`config.mk`:
```
export PLATFORM = sky130hd
export DESIGN_NAME = cdm_stage_reg
export DESIGN_NICKNAME = d
export VERILOG_FILES = /design/src/concentric_disk_mapping_unit_macros.svh /design/src/cdm_pkg.sv /design/src/cdm_stage_reg.sv
export SDC_FILE = /design/constraint.sdc
export NUM_CORES = 1
export LEC_CHECK = 0
export ABC_AREA = 1
export BUFFER_PORTS_ARGS = -buffer_cell sky130_fd_sc_hd__buf_2
export CAP_MARGIN = 20
export CORE_AREA = 2 2 182 184
export DETAILED_ROUTE_END_ITERATION = 16
export DIE_AREA = 0 0 184 186
export PLACE_DENSITY = 0.54
export SLEW_MARGIN = 10
export SYNTH_ARGS = -nofsm -noshare
export SYNTH_HDL_FRONTEND = slang
export SYNTH_SLANG_ARGS = --single-unit
```
`constraint.sdc`:
```
create_clock -name clk_i -period 12.67 [get_ports clk_i]
set_input_delay 2.534 -clock clk_i [delete_from_list [all_inputs] [get_ports clk_i]]
set_output_delay 2.534 -clock clk_i [all_outputs]
set_load 0.02 [all_outputs]
```
`src/concentric_disk_mapping_unit_macros.svh`:
```
// ----------------------------------------------------------------------------
// Concentric disk mapping assertion macros
// Shared concurrent assertion forms with reset gating.
// ----------------------------------------------------------------------------
`ifndef CONCENTRIC_DISK_MAPPING_UNIT_MACROS_SVH
`define CONCENTRIC_DISK_MAPPING_UNIT_MACROS_SVH

// Same-cycle implication, gated off while reset is asserted.
`define CDM_ASSERT_IMP(lbl, clk, rst_n, ante, cons) \
  lbl: assert property (@(posedge clk) disable iff (!(rst_n)) (ante) |-> (cons)) \
    else $error("cdm assertion failed");

// Next-cycle implication, gated off while reset is asserted.
`define CDM_ASSERT_NXT(lbl, clk, rst_n, ante, cons) \
  lbl: assert property (@(posedge clk) disable iff (!(rst_n)) (ante) |=> (cons)) \
    else $error("cdm assertion failed");

`endif

```
`src/cdm_pkg.sv`:
```
// ----------------------------------------------------------------------------
// Concentric disk mapping package
// Stage record, constants and per-stage datapath functions.
// ----------------------------------------------------------------------------
package cdm_pkg;

  localparam int unsigned ATAN_ENTRIES = 24;
  localparam int unsigned QUO_W        = 30;
  localparam int unsigned REM_W        = 46;
  localparam int unsigned DIV_BITS     = 2;
  localparam int unsigned DIV_STAGES   = QUO_W / DIV_BITS;
  localparam int unsigned VEC_W        = 34;
  localparam int unsigned ANG_W        = 32;

  localparam logic [29:0] PI_OVER_4_Q30   = 30'd843314857;
  localparam logic [31:0] CORDIC_GAIN_Q32 = 32'd2608131496;

  localparam logic [31:0] ATAN_Q30 [0:ATAN_ENTRIES-1] = '{
    32'd843314857, 32'd497837829, 32'd263043837, 32'd133525159,
    32'd67021687,  32'd33543516,  32'd16775851,  32'd8388437,
    32'd4194283,   32'd2097149,   32'd1048576,   32'd524288,
    32'd262144,    32'd131072,    32'd65536,     32'd32768,
    32'd16384,     32'd8192,      32'd4096,      32'd2048,
    32'd1024,      32'd512,       32'd256,       32'd128
  };

  typedef enum logic [1:0] {
    REGION_1 = 2'd0,
    REGION_2 = 2'd1,
    REGION_3 = 2'd2,
    REGION_4 = 2'd3
  } region_e;

  // Everything one sample carries down the pipeline.
  typedef struct packed {
    region_e                   region;
    logic                      zero;
    logic                      neg;
    logic [15:0]               r;
    logic [15:0]               an;
    logic [15:0]               ad;
    logic [REM_W-1:0]          rem;
    logic [QUO_W-1:0]          quo;
    logic signed [VEC_W-1:0]   x;
    logic signed [VEC_W-1:0]   y;
    logic signed [ANG_W-1:0]   z;
  } stage_t;

  function automatic logic [15:0] abs16(input logic signed [15:0] v);
    abs16 = v[15] ? 16'(-v) : 16'(v);
  endfunction

  // Two restoring division steps, the upper one at bit position hi.
  function automatic stage_t div_step(input stage_t s, input int unsigned hi);
    stage_t           o;
    logic [REM_W-1:0] sub;
    o = s;
    for (int k = 0; k < DIV_BITS; k++) begin
      sub = REM_W'(s.ad) << (hi - k);
      if (o.rem >= sub) begin
        o.rem         = o.rem - sub;
        o.quo[hi - k] = 1'b1;
      end
    end
    return o;
  endfunction

  // One rotation-mode CORDIC micro-rotation with floor shifts.
  function automatic stage_t rot_step(input stage_t s, input int unsigned idx);
    stage_t o;
    o = s;
    if (!s.z[ANG_W-1]) begin
      o.x = s.x - (s.y >>> idx);
      o.y = s.y + (s.x >>> idx);
      o.z = s.z - signed'(ATAN_Q30[idx]);
    end else begin
      o.x = s.x + (s.y >>> idx);
      o.y = s.y - (s.x >>> idx);
      o.z = s.z + signed'(ATAN_Q30[idx]);
    end
    return o;
  endfunction

  // Round half up from Q4.30 to Q1.15 and saturate.
  function automatic logic [15:0] to_q15(input logic signed [VEC_W-1:0] v);
    logic signed [VEC_W:0] t;
    t = (VEC_W+1)'(v) + (VEC_W+1)'(16384);
    t = t >>> 15;
    if (t > (VEC_W+1)'(32767)) begin
      to_q15 = 16'h7fff;
    end else if (t < -(VEC_W+1)'(32768)) begin
      to_q15 = 16'h8000;
    end else begin
      to_q15 = t[15:0];
    end
  endfunction

endpackage

```
`src/cdm_stage_reg.sv`:
```
// ----------------------------------------------------------------------------
// Concentric disk mapping stage register
// One pipeline register with its valid bit; a bubble is filled even while
// the stage below stalls.
// ----------------------------------------------------------------------------
module cdm_stage_reg
  import cdm_pkg::*;
#(
  parameter type T = stage_t
) (
  input  logic clk_i,
  input  logic rst_ni,
  input  logic valid_i,
  output logic ready_o,
  input  T     data_i,
  output logic valid_o,
  input  logic ready_i,
  output T     data_o
);

  logic valid_q;
  T     data_q;

  // The stage takes a beat when empty or when its beat moves on.
  assign ready_o = !valid_q || ready_i;

  always_ff @(posedge clk_i or negedge rst_ni) begin
    if (!rst_ni) begin
      valid_q <= 1'b0;
    end else if (ready_o) begin
      valid_q <= valid_i;
    end
  end

  always_ff @(posedge clk_i) begin
    if (ready_o && valid_i) begin
      data_q <= data_i;
    end
  end

  assign valid_o = valid_q;
  assign data_o  = data_q;

endmodule

```
After elaboration in Yosys (flattened, before gate mapping)

Index checks and enable logic that the tools add are counted.

Flip-flop bits (word level): 229
Bits in read-only memories: 0
Memories kept: 0
Output and inout bits: 230
RAM bits: 0
Bits in latches: 0

Multiplexer cells: 0
Bitwise gates (word level): 0
Shift-type cells: 0
Reductions and logical operators: 3
Div/mod/pow operators: 0
Equal/unequal tests: 0
$lt $le $gt $ge: 0
Add/subtract/negate cells: 0
Multiply operators: 0

Operator list:

| operator          | number |
|---|---|
| 1-bit logical AND | 1 |
| 1-bit zero test   | 1 |
| 1-bit logical OR  | 1 |

Depth between registers and ports, before layout

Gate-level depths: netlist (run 1).

Word-level depth: 3
Gate-level depth with buffers: 3
Gate-level depth less buffers: 3

Worst setup path after synthesis (run 1)

Ideal clock, no wire load.

Kind: input to register
From: input port valid_i
To: register data_q, in the netlist data_o[0], enable pin
Setup time: 0.893 ns
Buffers on the path: 0
Required time: 11.777 ns
Arrival time: 13.515 ns
Stages: 2
Setup slack: -1.738 ns
Cell sequence: inv_1 -> a21oi_1

Word-level cells in the longest chain between the ends: 1

Ends and longest elaborated chain:

| element              | line                | source |
|---|---|---|
| start, declared      | cdm_stage_reg.sv:13 | `input logic valid_i,` |
| 1-bit logical AND    | cdm_stage_reg.sv:36 | `if (ready_o && valid_i) begin` |
| end signal, assigned | cdm_stage_reg.sv:37 | `data_q <= data_i;` |
| end, declared        | cdm_stage_reg.sv:22 | `T data_q;` |

No other way between the ends.
A chain may end at the register's enable or synchronous reset.

Worst setup path after layout (run 1)

From: input port ready_i
To: output port ready_o

Word-level cells in the longest chain between the ends: 1

Ends and longest elaborated chain:

| element          | line                | source |
|---|---|---|
| start, declared  | cdm_stage_reg.sv:17 | `input logic ready_i,` |
| 1-bit logical OR | cdm_stage_reg.sv:25 | `assign ready_o = !valid_q \|\| ready_i;` |
| end, declared    | cdm_stage_reg.sv:14 | `output logic ready_o,` |

No other way between the ends.

==> results.cfg, run 1 <==
[timing]
rsz0062_at_grt = no
relSlewSlack_pct = 32.96
tightest_slew_ns = 1.006
skew_ns = 0.008156
period_minus_slack_ns = 5.528
fmax_ghz = 0.1809
finalHoldViolCount = 0
fin_tns_setup_ns = 0
setup_violations = 0
maxSlewViolCount = 0
fin_crit_sh_pct = 43.63
fin_ws_ns = 7.142

[worst_setup_path]
arrival_ns = 2.99
path_max_fanout = 2
worst-setup-path-type = input port to primary output
endpoint_kind = primary output
cp.required_ns = 10.14
start_kind = input port

[grt]
grt_pass1_vias = 4264
grt_max_degree = 80
track_usage_pct = 10.48
grt.overflow.total = 0
antenna_found_initial = 3
grt_pass1_wl_um = 26320

[yosys]
yosysSeqAreaShare_pct = 99.71
syn_avg_cell_area_sq_um = 29.45
netlist_area_sq_mm = 0.006892
yosys_warnings = 0
ys_types = 5
netlist_instances = 234
ys_seq_elements = 229
syn_nets = 466

[floorplan]
die-width_um = 184
dieArea_sq_mm = 0.03422
fp-row-count = 66
start_util_pct = 21.40
pin_count = 462
core_area_sq_mm = 0.03221
fp.dieH_um = 186

[drt]
drc_errors = 0
ant_nets = 0
drt_iter0_drc = 155
num_vias = 4225
dr.pass1.iters = 4
via_per_inst = 3.664
post_drt_wl_per_cell_um = 17.17
finalWirelength_um = 19800

[clocking]
numCtsBuffers = 26
clk_latency_ns = 0.53
htreeDepth = 1
cts-root-buf = clkbuf_16
cts.path.max_buffers = 3
cts_tree = built
cts_sinks = 229
cts_resized = 0
clkTransAtPathRegs_ns = 0.06
holdBufCountCts = 0
post_cts.repair.setup_buffers = 0

[job]
maxCapViolations = 0

[pwr]
vdd.ir_drop.worst_mv = 0.09899
power_density_mw_per_mm2 = 163.8
leakage_uw = 0.004399

[layout]
drive_gt1_share_pct = 67.25
diodes = 0
syn_to_final_growth_pct = 52.63
final_cell_mix = buf_2 (461), edfxtp_1 (228), clkbuf_16 (27)
final_common_cell = buf_2
finalNonFillerCells = 1153
finalNetCount = 958
finalInstanceArea_sq_mm = 0.01052

[place]
dpl-instance-area_sq_mm = 0.009743
dp.cells = 1106
post-place-ws_ns = 7.139
place_congestion = 0.8027
port_buffers = 461
dpl.hpwl_um = 15340

[run_status]
status = finished clean

[hold_path]
min_path_type = register to register
-- cells by family (layout without fill, tap and decap cells) --
family          count (synthesis)  count (layout)  synth area share (%)
buf+inv                         2             513                0.1090
simple gates                    2               2                0.1090
compound gates                  1               1               0.07255
flops                         229             229                 99.71
-- critical path, cell delays in order --
cell	delay (ns)
buf_2	0.10
inv_1	0.10
nand2_1	0.09
buf_2	0.17
-- power by group --
part	switching [uW]	internal [uW]	leakage, uW	total (uW)
Combinational	98.2	51.0	0.00185	149
Clock	292	386	0.000370	678
Sequential	9.85	885	0.00218	895
Total	400	1320	0.00440	1720
-- sequential cells by signal (all words and copies together) (netlist names) --
| signal | count |
|---|---|
| data_o | 228 |
| valid_o | 1 |
-- through the flow --
stage / util [%] / power (uW) / hold WS (ns)
after floorplan: - / 987.6 / 0.7842
after global placement: 30.25 / 1061 / 0.5549
after detailed placement: 30.25 / 1063 / 0.5929
after CTS: 32.66 / 1754 / 0.6086
after global routing: 32.66 / 1793 / 0.6293
final: 32.66 / 1723 / 0.6010
-- area by class of cell --
cell class                      instances  area (sq um)
Inverter                                2         7.507
Multi-Input combinational cell          3         23.77
Timing Repair Buffer                  464          2330
Sequential cell                       229          6872
Tap cell                              408         510.5
Clock inverter                         17         88.84
Clock buffer                           30         686.9
Fill cell                            3182         21690
-- path summary, 6_finish.rpt --
path / cells after the start / to / startpoint / slack, ns
setup reg to reg: 3 / data_o[9]$_DFFE_PP_ / valid_o$_DFFE_PN0P_ / 9.63
hold reg to reg: 2 / valid_o$_DFFE_PN0P_ / valid_o$_DFFE_PN0P_ / 0.60
min in group asynchronous: 1 / valid_o$_DFFE_PN0P_ / rst_ni / 1.78
max in group asynchronous: 1 / valid_o$_DFFE_PN0P_ / rst_ni / 10.81
setup / recovery: 4 / ready_o / ready_i / 7.14
hold / removal: 2 / valid_o$_DFFE_PN0P_ / valid_o$_DFFE_PN0P_ / 0.60
-- synthesized netlist by cell type --
cell | number | area share, %
edfxtp_1 | 228 | 99
nand2_1 | 2 | 0.11
inv_1 | 2 | 0.11
dfrtp_1 | 1 | 0.36
a21oi_1 | 1 | 0.073
-- per-layer routing --
layer / global-route usage (%) / part of all wire (%)
met1: 11.79 / 37
met2: 17.80 / 50
met3: 4.050 / 9.7
met4: 4.416 / 3.4
met5: 0 / 0.20
Power figures use the tool's default switching activity.
==> inputs of run 2 (changes only) <==
Settings changed: ABC_AREA 1 to 0.
Clock period 12.67 ns to 4.55 ns, I/O delays scaled along.
==> run 2 against run 1 <==
Effect of this change: die area did not move; sequential cell count unchanged; critical endpoint unchanged; sequential power rose to 2.8 times the previous value; final area shrank 0.25%.
==> results.cfg, run 2 <==
[run_status]
status = finished clean

[drt]
drt_iter0_drc = 162
post_drt_wl_per_cell_um = 16.96
drc_errors = 0
dr.pass1.iters = 4
ant_nets = 0
finalWirelength_um = 19520
via_per_inst = 3.711
num_vias = 4271

[place]
post-place-ws_ns = 1.895
place_congestion = 0.7677
dpl-instance-area_sq_mm = 0.009788
dpl.hpwl_um = 15000
port_buffers = 461

[yosys]
synth_common_cells = edfxtp_1 (228), and2_4 (1), dfrtp_1 (1), nand2b_1 (1), nand2b_4 (1)
netlist_area_sq_mm = 0.006900
netlist_instances = 232
synth_area_leader_cell = edfxtp_1
syn_avg_cell_area_sq_um = 29.74
yosysSeqAreaShare_pct = 99.58
yosysMostFrequentCell = edfxtp_1
synth_edf_count = 228
synthArstFlopShare_pct = 0.4367
yosys_warnings = 0
synth_flop_cell = edfxtp_1
synth_area_leaders = edfxtp_1 (99%), dfrtp_1 (0.36%), nand2b_4 (0.20%), and2_4 (0.13%), nand2b_1 (0.091%)
ys_seq_elements = 229
syn_nets = 464
ys_types = 5
yosys.area.top_type_share_pct = 99.22

[clocking]
cts.path.max_buffers = 3
cts_tree = built
cts_sinks = 229
post_cts.repair.setup_buffers = 0
cts-root-buf = clkbuf_16
cts_resized = 0
clk_latency_ns = 0.50
clkTransAtPathRegs_ns = 0.06
numCtsBuffers = 25
holdBufCountCts = 0
htreeDepth = 1

[timing]
fmax_ghz = 0.4533
relSlewSlack_pct = 46.45
skew_ns = 0.005069
fin_tns_setup_ns = 0
rsz0062_at_grt = no
tightest_slew_ns = 0.8033
finalHoldViolCount = 0
maxSlewViolCount = 0
setup_violations = 0
period_minus_slack_ns = 2.206
fin_crit_sh_pct = 48.48
fin_ws_ns = 2.344

[layout]
final_cell_mix = buf_2 (461), edfxtp_1 (228), clkbuf_16 (25)
syn_to_final_growth_pct = 52.06
regArea_sq_mm = 0.006872
drive_gt1_share_pct = 67.29
finalInstanceArea_sq_mm = 0.01049
largest_register_ffs = 228
finalNetCount = 958
diodes = 0
nFillCells = 3180
multi_input_area_sq_um = 28.78
final_common_cell = buf_2

[worst_setup_path]
reg2reg_slack_ns = 2.56
path_max_fanout = 3
crit_buf_inv = 2
cpMostUsedCell = buf_2
cpMaxStageDelayCell = buf_2
start_kind = input port
arrival_ns = 1.30
crit_cells = 3
r2r_cells = 3
worst-setup-path-type = input port to primary output
max_stage_delay_ns = 0.15
endpoint_kind = primary output
worstPathCellList = buf_2 -> nand2b_4 -> buf_2
critPathTopFamily = buffers and inverters
cp.required_ns = 3.64

[pwr]
swShare_pct = 22.70
leakage_uw = 0.004397
vdd.ir_drop.worst_mv = 0.2531
comb_power_share_pct = 9.0
p_int_uw = 3618
p_clk_share_pct = 37.7
pwr-share-seq_pct = 53.3
power_density_mw_per_mm2 = 446.1
p_sw_uw = 1063
finalPower_uw = 4681

[grt]
antenna_found_initial = 3
grt.overflow.total = 0
grt_pass1_vias = 4437
grt_max_degree = 73
track_usage_pct = 10.24
grt_pass1_wl_um = 26050

[floorplan]
pin_count = 462
core_area_sq_mm = 0.03221
fp.dieH_um = 186
dieArea_sq_mm = 0.03422
start_util_pct = 21.43
fp-row-count = 66
die-width_um = 184

[hold_path]
min_path_type = input port to asynchronous set/reset pin

[job]
maxCapViolations = 0
run 2: changes by cell type after synthesis, sizes merged:
| cell | previous run | this run |
|---|---|---|
| nand2b | 0 | 2 |
| nand2 | 2 | 0 |
| inv | 2 | 0 |
| a21oi | 1 | 0 |
| and2 | 0 | 1 |
run 2: stage by stage:
| step | hold slack, ns | instances | utilization [%] |
|---|---|---|---|
| final | 0.1687 | 1151 | 32.58 |
| after global routing | 0.1352 | 1151 | 32.58 |
| after CTS | 0.1315 | 1151 | 32.58 |
| after detailed placement | 0.5340 | 1107 | 30.39 |
| after global placement | 0.5293 | 1107 | 30.39 |
| after floorplan | 0.6144 | 232 | - |
run 2: area by class of cell:
type                            count  area share, %
Clock buffer                       34          6.284
Clock inverter                     10         0.4293
Multi-Input combinational cell      3         0.2743
Sequential cell                   229          65.49
Tap cell                          408          4.865
Timing Repair Buffer              467          22.66
run 2: cell families (layout without fill, tap and decap cells):
group                  Yosys count  after routing  share of synthesized area [%]
buffers and inverters            0            511                              0
flip-flops                     229            229                          99.58
AND/OR/NAND/NOR                  3              3                         0.4171
run 2: worst paths after layout:
| kind | from | to |
|---|---|---|
| setup reg to reg | valid_o$_DFFE_PN0P_ | data_o[9]$_DFFE_PP_ |
| hold reg to reg | valid_o$_DFFE_PN0P_ | valid_o$_DFFE_PN0P_ |
| min in group clk_i | valid_o$_DFFE_PN0P_ | valid_o$_DFFE_PN0P_ |
| hold / removal | rst_ni | valid_o$_DFFE_PN0P_ |
| max in group asynchronous | rst_ni | valid_o$_DFFE_PN0P_ |
| setup / recovery | ready_i | ready_o |
run 2: routing by layer:
| metal | routed length, um | global-route usage, % | share of wire (%) |
|---|---|---|---|
| met1 | 7276 | 11.52 | 37 |
| met2 | 9894 | 17.96 | 51 |
| met3 | 1895 | 3.581 | 9.7 |
| met4 | 425 | 3.680 | 2.2 |
| met5 | 24 | 0 | 0.12 |
run 2: power by group through the flow:
stage               sequential (uW)  combinational [uW]  clock [uW]
global placement               2530                 426           0
floorplan                      2690                40.0           0
detailed placement             2540                 431           0
finish                         2490                 423        1770
global route                   2500                 451        1920
CTS                            2490                 432        1840
==> inputs of run 3 (changes only) <==
Clock period 4.55 ns to 1.8 ns, I/O delays scaled along.
==> run 3 against run 2 <==
Effect of this change: via count is 16% higher; combinational power increased to 3.4 times the previous value; worst setup slack lost 2.1 ns; final area up 19%; register-to-register slack got worse by 2.2 ns; largest power group unchanged; die area did not move; first-iteration DRC count is 1.9% higher; critical endpoint unchanged; critical path depth decreased by 1.
==> results.cfg, run 3 (synthesized netlist as in run 2, its figures left out) <==
[job]
maxCapViolations = 0

[grt]
antenna_found_initial = 2
grt_pass1_wl_um = 29710
met2_usage_pct = 20.41
grt_use_met3_pct = 3.483
track_usage_pct = 11.48
grt.met1_usage_pct = 13.21
grt_max_degree = 38
grt.overflow.total = 0
grt_pass1_vias = 5295
busiest_layer = met2

[pwr]
vdd.ir_drop.worst_mv = 0.7869
power_density_mw_per_mm2 = 1000
leakage_uw = 0.005242
finalPower_uw = 12480

[layout]
drive_gt1_share_pct = 54.87
largest_register_ffs = 228
regArea_sq_mm = 0.006873
final_common_cell = buf_2
final_cell_mix = buf_2 (461), edfxtp_1 (228), dlygate4sd3_1 (180)
finalInstanceArea_sq_mm = 0.01248
multi_input_area_sq_um = 28.78
finalNetCount = 1151
syn_to_final_growth_pct = 80.83
nFillCells = 3004
finalNonFillerCells = 1344

[timing]
fin_hold_ws_ns = 0.03013
tightest_slew_ns = 0.2071
setup_violations = 0
finalHoldViolCount = 0
skew_ns = 0.006070
maxSlewViolCount = 0
rsz0062_at_grt = no
fmax_ghz = 0.6587
period_minus_slack_ns = 1.518
fin_crit_sh_pct = 84.34
relSlewSlack_pct = 86.20
fin_ws_ns = 0.2818

[clocking]
numCtsBuffers = 25
clkTransAtPathRegs_ns = 0.06
cts_tree = built
cts.path.max_buffers = 3
clk_latency_ns = 0.51
cts_sinks = 229
cts-root-buf = clkbuf_16
cts_resized = 0
htreeDepth = 1

[worst_setup_path]
worstPathCellList = nand2b_4 -> buf_2
crit_buf_inv = 1
endpoint_kind = primary output
reg2reg_slack_ns = 0.38
r2r_cells = 4
path_max_fanout = 3
cp.required_ns = 1.44
critPathTopFamily = flip-flops
cpMaxStageDelayCell = dfrtp_2
worst-setup-path-type = register to primary output
r2r_start = valid_o$_DFFE_PN0P_
arrival_ns = 1.16
reg2reg_to = data_o[53]$_DFFE_PP_
max_stage_delay_ns = 0.41
start_kind = register

[floorplan]
core_area_sq_mm = 0.03221
fp-row-count = 66
start_util_pct = 21.43
fp.dieH_um = 186
pin_count = 462
dieArea_sq_mm = 0.03422
die-width_um = 184

[place]
port_buffers = 461
post-place-ws_ns = 0.3069
place_congestion = 0.8415
dpl-instance-area_sq_mm = 0.009925
dp.cells = 1120
dpl.hpwl_um = 15290

[drt]
via_per_inst = 3.696
drc_errors = 0
num_vias = 4968
post_drt_wl_per_cell_um = 15.94
finalWirelength_um = 21420
ant_nets = 0
dr.pass1.iters = 4
drt_iter0_drc = 165

[hold_path]
min_path_type = input port to register
hold_end = data_o[10]$_DFFE_PP_
worstHoldStart = data_i[10]
whs_path_depth = 1

[run_status]
status = finished clean
[run 3: cell count changes in the layout (fill, tap and decap cells not counted)]
| cell | change |
|---|---|
| bufinv_16 | +2 |
| clkinv_2 | -3 |
| diode_2 | +1 |
| clkbuf_1 | -1 |
| dlygate4sd3_1 | +180 |
| dfrtp_1 | -1 |
| buf_12 | +3 |
| buf_4 | +10 |
| clkinv_1 | +1 |
| dfrtp_2 | +1 |
[run 3: final cells by class]
| cell class | count | area share (%) |
|---|---|---|
| Sequential cell | 229 | 55.08 |
| Timing Repair Buffer | 660 | 34.57 |
| Clock buffer | 33 | 5.254 |
| Tap cell | 408 | 4.091 |
| Clock inverter | 10 | 0.7520 |
| Multi-Input combinational cell | 3 | 0.2306 |
| Antenna cell | 1 | 0.02005 |
[run 3: worst reg2reg max path, delay by kind of cell, from the launching register on]
kind	cells	cell delay, ns
buffers and inverters	2	0.45
flip-flops	1	0.41
AND/OR/NAND/NOR	2	0.25
[run 3: layer usage]
| metal | vias up | part of all wire (%) |
|---|---|---|
| met3 | 30 | 8.8 |
| met2 | 257 | 51 |
| met5 | - | 0.061 |
| met4 | 2 | 2.0 |
| met1 | 2350 | 38 |
| li1 | 2329 | - |
[run 3: where the power goes]
group	switching (uW)	internal, uW
logic	769	667
clock network	1930	2820
registers	73.1	6220
[run 3: worst max-delay path by stage]
stage | start | endpoint | slack (ns) | cells after the start
final | valid_o$_DFFE_PN0P_ | ready_o | 0.28 | 2
after global routing | valid_o$_DFFE_PN0P_ | ready_o | 0.22 | 2
after CTS | valid_o$_DFFE_PN0P_ | ready_o | 0.25 | 2
after detailed placement | ready_i | data_o[108]$_DFFE_PP_ | 0.31 | 5
after global placement | ready_i | data_o[108]$_DFFE_PP_ | 0.32 | 5
after floorplan | valid_o$_DFFE_PN0P_ | data_o[0]$_DFFE_PP_ | -0.84 | 2
[run 3: repair_timing]
action	CTS	global route
hold buffers	179	1
endpoints found under the setup margin	0	0
endpoints found under the hold margin	179	1
setup buffers	0	0
[run 3: metrics by stage]
stage                     TNS, ns  utilization (%)
after detailed placement        0            30.82
after global placement          0            30.82
after CTS                       0            38.71
after global routing            0            38.75
after floorplan           -191.65                -
final                           0            38.75
